<file path="src/sv/fmbs_pkg.sv">
package fmbs_pkg;

  // table sizes and hit cap
  localparam int MAX_REF  = 65536;
  localparam int MAX_HITS = 32;

  localparam int DATA_W   = 16;
  localparam int REF_AW   = $clog2(MAX_REF);
  localparam int OCC_AW   = REF_AW + 2;
  localparam int OCC_DEPTH = 4 * MAX_REF;
  localparam int HIT_W    = $clog2(MAX_HITS + 1);
  localparam int CFG_IW   = 3;

  // item modes
  localparam logic [1:0] MODE_OCC  = 2'd0;
  localparam logic [1:0] MODE_SA   = 2'd1;
  localparam logic [1:0] MODE_SEED = 2'd2;

  // configuration register indexes
  localparam logic [CFG_IW-1:0] REG_COUNT_A    = 3'd0;
  localparam logic [CFG_IW-1:0] REG_COUNT_C    = 3'd1;
  localparam logic [CFG_IW-1:0] REG_COUNT_G    = 3'd2;
  localparam logic [CFG_IW-1:0] REG_COUNT_T    = 3'd3;
  localparam logic [CFG_IW-1:0] REG_REF_LENGTH = 3'd4;

  // result kinds
  localparam logic KIND_INTERVAL = 1'b0;
  localparam logic KIND_HIT      = 1'b1;

  // controller to datapath
  typedef struct packed {
    logic take;       // request accepted this cycle
    logic rd_lo;      // occurrence read at low bound
    logic rd_hi;      // occurrence read at high bound, capture low sum
    logic upd;        // commit new bounds
    logic fin;        // size the hit run
    logic emit_iv;    // load interval result
    logic hit_rd;     // suffix array read
    logic emit_hit;   // load hit result
    logic seed_done;  // arm next seed
  } cmd_t;

  // datapath to controller
  typedef struct packed {
    logic dead;
    logic last;
    logic n_zero;
    logic hit_last;
    logic out_free;
  } stat_t;

endpackage

</file>
<file path="src/sv/fmbs_ctrl.sv">
module fmbs_ctrl (
  input  logic          clk,
  input  logic          rst,
  input  logic          in_valid,
  input  logic [1:0]    mode,
  input  fmbs_pkg::stat_t stat,
  output logic          in_ready,
  output fmbs_pkg::cmd_t  cmd
);
  import fmbs_pkg::*;

  typedef enum logic [7:0] {
    S_IDLE    = 8'b0000_0001,
    S_LOOK    = 8'b0000_0010,
    S_RDHI    = 8'b0000_0100,
    S_UPD     = 8'b0000_1000,
    S_FIN     = 8'b0001_0000,
    S_EMIT_IV = 8'b0010_0000,
    S_HIT_RD  = 8'b0100_0000,
    S_HIT_OUT = 8'b1000_0000
  } state_t;

  state_t state, state_next;

  always_ff @(posedge clk) begin
    if (rst) begin
      state <= S_IDLE;
    end else begin
      state <= state_next;
    end
  end

  always_comb begin
    state_next = state;
    cmd        = '0;
    in_ready   = 1'b0;
    case (state)
      S_IDLE: begin
        in_ready = 1'b1;
        cmd.take = in_valid;
        if (in_valid && mode == MODE_SEED) begin
          state_next = S_LOOK;
        end
      end
      S_LOOK: begin
        // an empty interval skips the table reads
        if (stat.dead) begin
          state_next = stat.last ? S_FIN : S_IDLE;
        end else begin
          cmd.rd_lo  = 1'b1;
          state_next = S_RDHI;
        end
      end
      S_RDHI: begin
        cmd.rd_hi  = 1'b1;
        state_next = S_UPD;
      end
      S_UPD: begin
        cmd.upd    = 1'b1;
        state_next = stat.last ? S_FIN : S_IDLE;
      end
      S_FIN: begin
        cmd.fin    = 1'b1;
        state_next = S_EMIT_IV;
      end
      S_EMIT_IV: begin
        if (stat.out_free) begin
          cmd.emit_iv = 1'b1;
          if (stat.n_zero) begin
            cmd.seed_done = 1'b1;
            state_next    = S_IDLE;
          end else begin
            state_next = S_HIT_RD;
          end
        end
      end
      S_HIT_RD: begin
        cmd.hit_rd = 1'b1;
        state_next = S_HIT_OUT;
      end
      S_HIT_OUT: begin
        if (stat.out_free) begin
          cmd.emit_hit = 1'b1;
          if (stat.hit_last) begin
            cmd.seed_done = 1'b1;
            state_next    = S_IDLE;
          end else begin
            state_next = S_HIT_RD;
          end
        end
      end
      default: begin
        state_next = S_IDLE;
      end
    endcase
  end

endmodule

</file>
<file path="config.mk">
export PLATFORM = sky130hd
export DESIGN_NAME = fmbs_ctrl
export DESIGN_NICKNAME = d
export VERILOG_FILES = /design/src/sv/fmbs_pkg.sv /design/src/sv/fmbs_ctrl.sv
export SDC_FILE = /design/constraint.sdc
export NUM_CORES = 1
export LEC_CHECK = 0
export ABC_CLOCK_PERIOD_IN_PS = 1850
export BUFFER_PORTS_ARGS = -buffer_cell sky130_fd_sc_hd__buf_2
export CORE_AREA = 5 5 42 44
export DETAILED_ROUTE_END_ITERATION = 7
export DIE_AREA = 0 0 47 49
export GPL_ROUTABILITY_DRIVEN = 0
export PLACE_DENSITY = 0.67
export SLEW_MARGIN = 20
export SYNTH_ARGS = -nofsm -noshare
export SYNTH_HDL_FRONTEND = slang
export SYNTH_SLANG_ARGS = --single-unit
</file>
<file path="constraint.sdc">
create_clock -name clk -period 1.85 [get_ports clk]
set_clock_uncertainty 0.15 [all_clocks]
set_input_delay 0.0925 -clock clk [delete_from_list [all_inputs] [get_ports clk]]
set_output_delay 0.0925 -clock clk [all_outputs]
set_load 0.01 [all_outputs]
</file>
==> flow_summary_export.csv <==
group,metric,value,unit
sta,finalCritPeriodShare,102,%
critical_path,critical_path_class,"flip-flop to primary output",
final_layout,layout-drive-gt1-share,48.9,%
critical_path,crit_path_end_kind,"primary output",
place,port_buffers,19,
critical_path,crit_arrival,1.65,ns
critical_path,rrSetupSlack,0.06,ns
logic_synthesis,synth-compound-area-share,20.7,%
sta,rsz0062_at_grt,"true",
final_layout,syn_to_final_growth,46.6,%
clock_network,htree_levels,1,
final_layout,antenna_cells,0,
routing,via_per_inst,5.31,
logic_synthesis,ys_ff_latch,8,
routing,antenna_left,0,
power,peakVddDrop,0.000371,V
final_layout,largest_reg_flops,8,
floorplanning,start_util,38.3,%
global_route,grtUsageTotal,14.5,%
routing,drtIter0Drc,17,
place,hpwl,1.04,mm
run_status,outcome,"complete, but fails checks",
routing,wl_per_cell,13.3,um
floorplanning,core.rowCount,14,
routing,firstDrtPassIters,4,
sta,relSlewSlack,79.0,%
global_route,grt_max_degree,8,
floorplanning,dieArea,2300,sq um
logic_synthesis,synth_area,537,sq um
logic_synthesis,synth_simple_gate_area_share,43.4,%
hold_path,min_path_type,"input port to flip-flop",
final_layout,nets,104,
global_route,antenna_found_initial,0,
logic_synthesis,yosys_warnings,0,
logic_synthesis,synth_top_family_by_area,"simple AND/OR/NAND/NOR gates",
floorplanning,die_h,49,um
floorplanning,die-width,47,um
sta,finalSetupViolCount,2,
clock_network,cts.sinks,8,
logic_synthesis,synth_xor_area_share,3.26,%
routing,dr_total_vias,574,
clock_network,clk_latency,0.26,ns
logic_synthesis,syn_area_per_cell,9.10,sq um
global_route,grt_pass1_wl,2.49,mm
floorplanning,num_io_pins,20,
global_route,grt_pass1_vias,573,
sta,max_freq,528,MHz
sta,tightest_slew,0.312,ns
power,power,553,uW
sta,slew_violations,0,
clock_network,cts_root_buf,"clkbuf_4",
power,p_per_area,702,nW/um^2
final_layout,multi_input_area,369,sq um
routing,drc,0,
flow_run,cap_violations,0,
floorplanning,core_region_area,1400,sq um
clock_network,clk_path_buf_depth,2,
global_route,grt_overflow,0,
sta,setup_ws,-0.0431,ns
logic_synthesis,synth_fa_ha_area_share,0,%
final_layout,top_register,"state",
critical_path,cp-start-kind,"flip-flop",
clock_network,cts-buffers-inserted,3,
final_layout,fin_area,787,sq um
logic_synthesis,synthMuxAreaShare,0,%
final_layout,reg_top3,"state x8",
clock_network,cts.reportedPaths.clkPinSlew,0.06,ns
logic_synthesis,synth_fp_nets,69,
final_layout,seqCellArea,173,sq um
clock_network,cts_tree,"yes",
routing,wirelength,1.44,mm
sta,hold_violations,0,
logic_synthesis,synth-seq-area-share,29.8,%
critical_path,path_max_fanout,5,
logic_synthesis,syn_inst,59,
power,leakagePower,0.000376,uW
place,dpl_worst_slack,0.0249,ns
run_status,violations,"negative setup slack",
logic_synthesis,ys_types,32,
final_layout,nFillCells,134,
critical_path,setup.worst_path.start,"state[2]$_SDFFE_PP0P_",
critical_path,r2r_start,"state[2]$_SDFFE_PP0P_",
critical_path,worstPathRequired,1.61,ns
hold_path,hold_start,"stat[1]",
place,placed_cell_area,667,sq um
sta,period_needed,1.89,ns
==> per-stage QoR <==
step | hold WS, ns | instances | utilization (%) | setup TNS (ns)
after floorplan | 0.0116 | 59 | - | 0
after global placement | 0.153 | 96 | 47.6 | 0
after detailed placement | 0.147 | 96 | 47.6 | 0
after CTS | 0.0127 | 106 | 54.6 | -0.0469
after global routing | 0.0229 | 108 | 56.2 | -0.336
final | 0.00225 | 108 | 56.2 | -0.0646
==> placed cells by master, fill, tap and decap left out, types with 2 or more instances in the layout <==
cell type / count
buf_2: 19
buf_4: 7
nor2_1: 6
inv_1: 4
dlygate4sd3_1: 4
dfxtp_2: 4
and4b_1: 3
and2_1: 3
clkbuf_4: 3
nand2_1: 2
and4b_2: 2
nand2b_1: 2
nand3b_1: 2
o211a_1: 2
xor2_1: 2
nand3_1: 2
dfxtp_4: 2
dfxtp_1: 2
==> what timing repair did <==
| item | in CTS | in global routing |
|---|---|---|
| hold endpoints to repair | 7 | 0 |
| setup buffers | 3 | 2 |
| endpoints found under the setup margin | 2 | 7 |
| gates resized for setup | 7 | 5 |
| hold buffers | 4 | 0 |
| cloned | 0 | 0 |
| pin swaps | 4 | 2 |
==> power breakdown <==
| part | switching [uW] | internal (uW) | total [uW] |
|---|---|---|---|
| Combinational | 102 | 107 | 210 |
| Clock | 66.5 | 74.7 | 141 |
| Sequential | 16.5 | 185 | 202 |
==> kinds of logic (layout without fill, tap and decap cells) <==
kind of cell | count (synthesis) | in the layout
AOI/OAI and AO/OA | 12 | 12
xor gates and xnor gates | 2 | 2
buffers and inverters | 4 | 37
DFF | 8 | 8
and+or+nand+nor | 33 | 33
==> worst paths after layout <==
kind | to | cells past startpoint
worst max-delay path | cmd[0] | 5
worst min-delay path | state[6]$_SDFFE_PP0P_ | 4
worst max register to register | state[0]$_SDFFE_PP1P_ | 6
worst min register to register | state[2]$_SDFFE_PP0P_ | 2
==> cell type report <==
| class | count | share of cell area (%) |
|---|---|---|
| clock buffers | 3 | 2.86 |
| inverters | 4 | 1.91 |
| multi-input cells | 47 | 46.9 |
| flip-flops and latches | 8 | 21.9 |
| well taps | 16 | 2.54 |
| repair buffers | 30 | 23.8 |
==> critical path, cell delays in order (launching register included) <==
cell     delay (ns)
dfxtp_4        0.35
nor4_4         0.36
and4b_2        0.29
a22o_1         0.15
and2_1         0.12
buf_2          0.12
==> synthesized netlist by cell type (all sizes together) <==
library cell,n,area [sq um]
nor3b,1,7.51
nand4b,1,8.76
nor2b,1,6.26
a2111oi,1,15.0
inv,4,15.0
a22oi,1,7.51
nand2,2,7.51
a22o,1,8.76
o21ai,3,18.8
and4b,5,50.1
and2,3,18.8
and3,1,6.26
nand3,2,10.0
dfxtp,8,160
nor3,1,5.00
xor2,2,17.5
and4,1,8.76
nor2,7,28.8
o211a,2,20.0
nand3b,2,15.0
or2b,1,7.51
a211oi,2,20.0
a21oi,2,21.3
nor4,3,40.0
nand2b,2,12.5
==> metal layers <==
metal / GRT usage (%) / vias up / wire (um)
li1: - / 287 / -
met1: 18.8 / 270 / 604
met2: 22.4 / 14 / 758
met3: 2.21 / 3 / 49
met4: 6.91 / 0 / 27
met5: 0 / - / 0
Note: power is estimated with default switching activity, not from simulation.
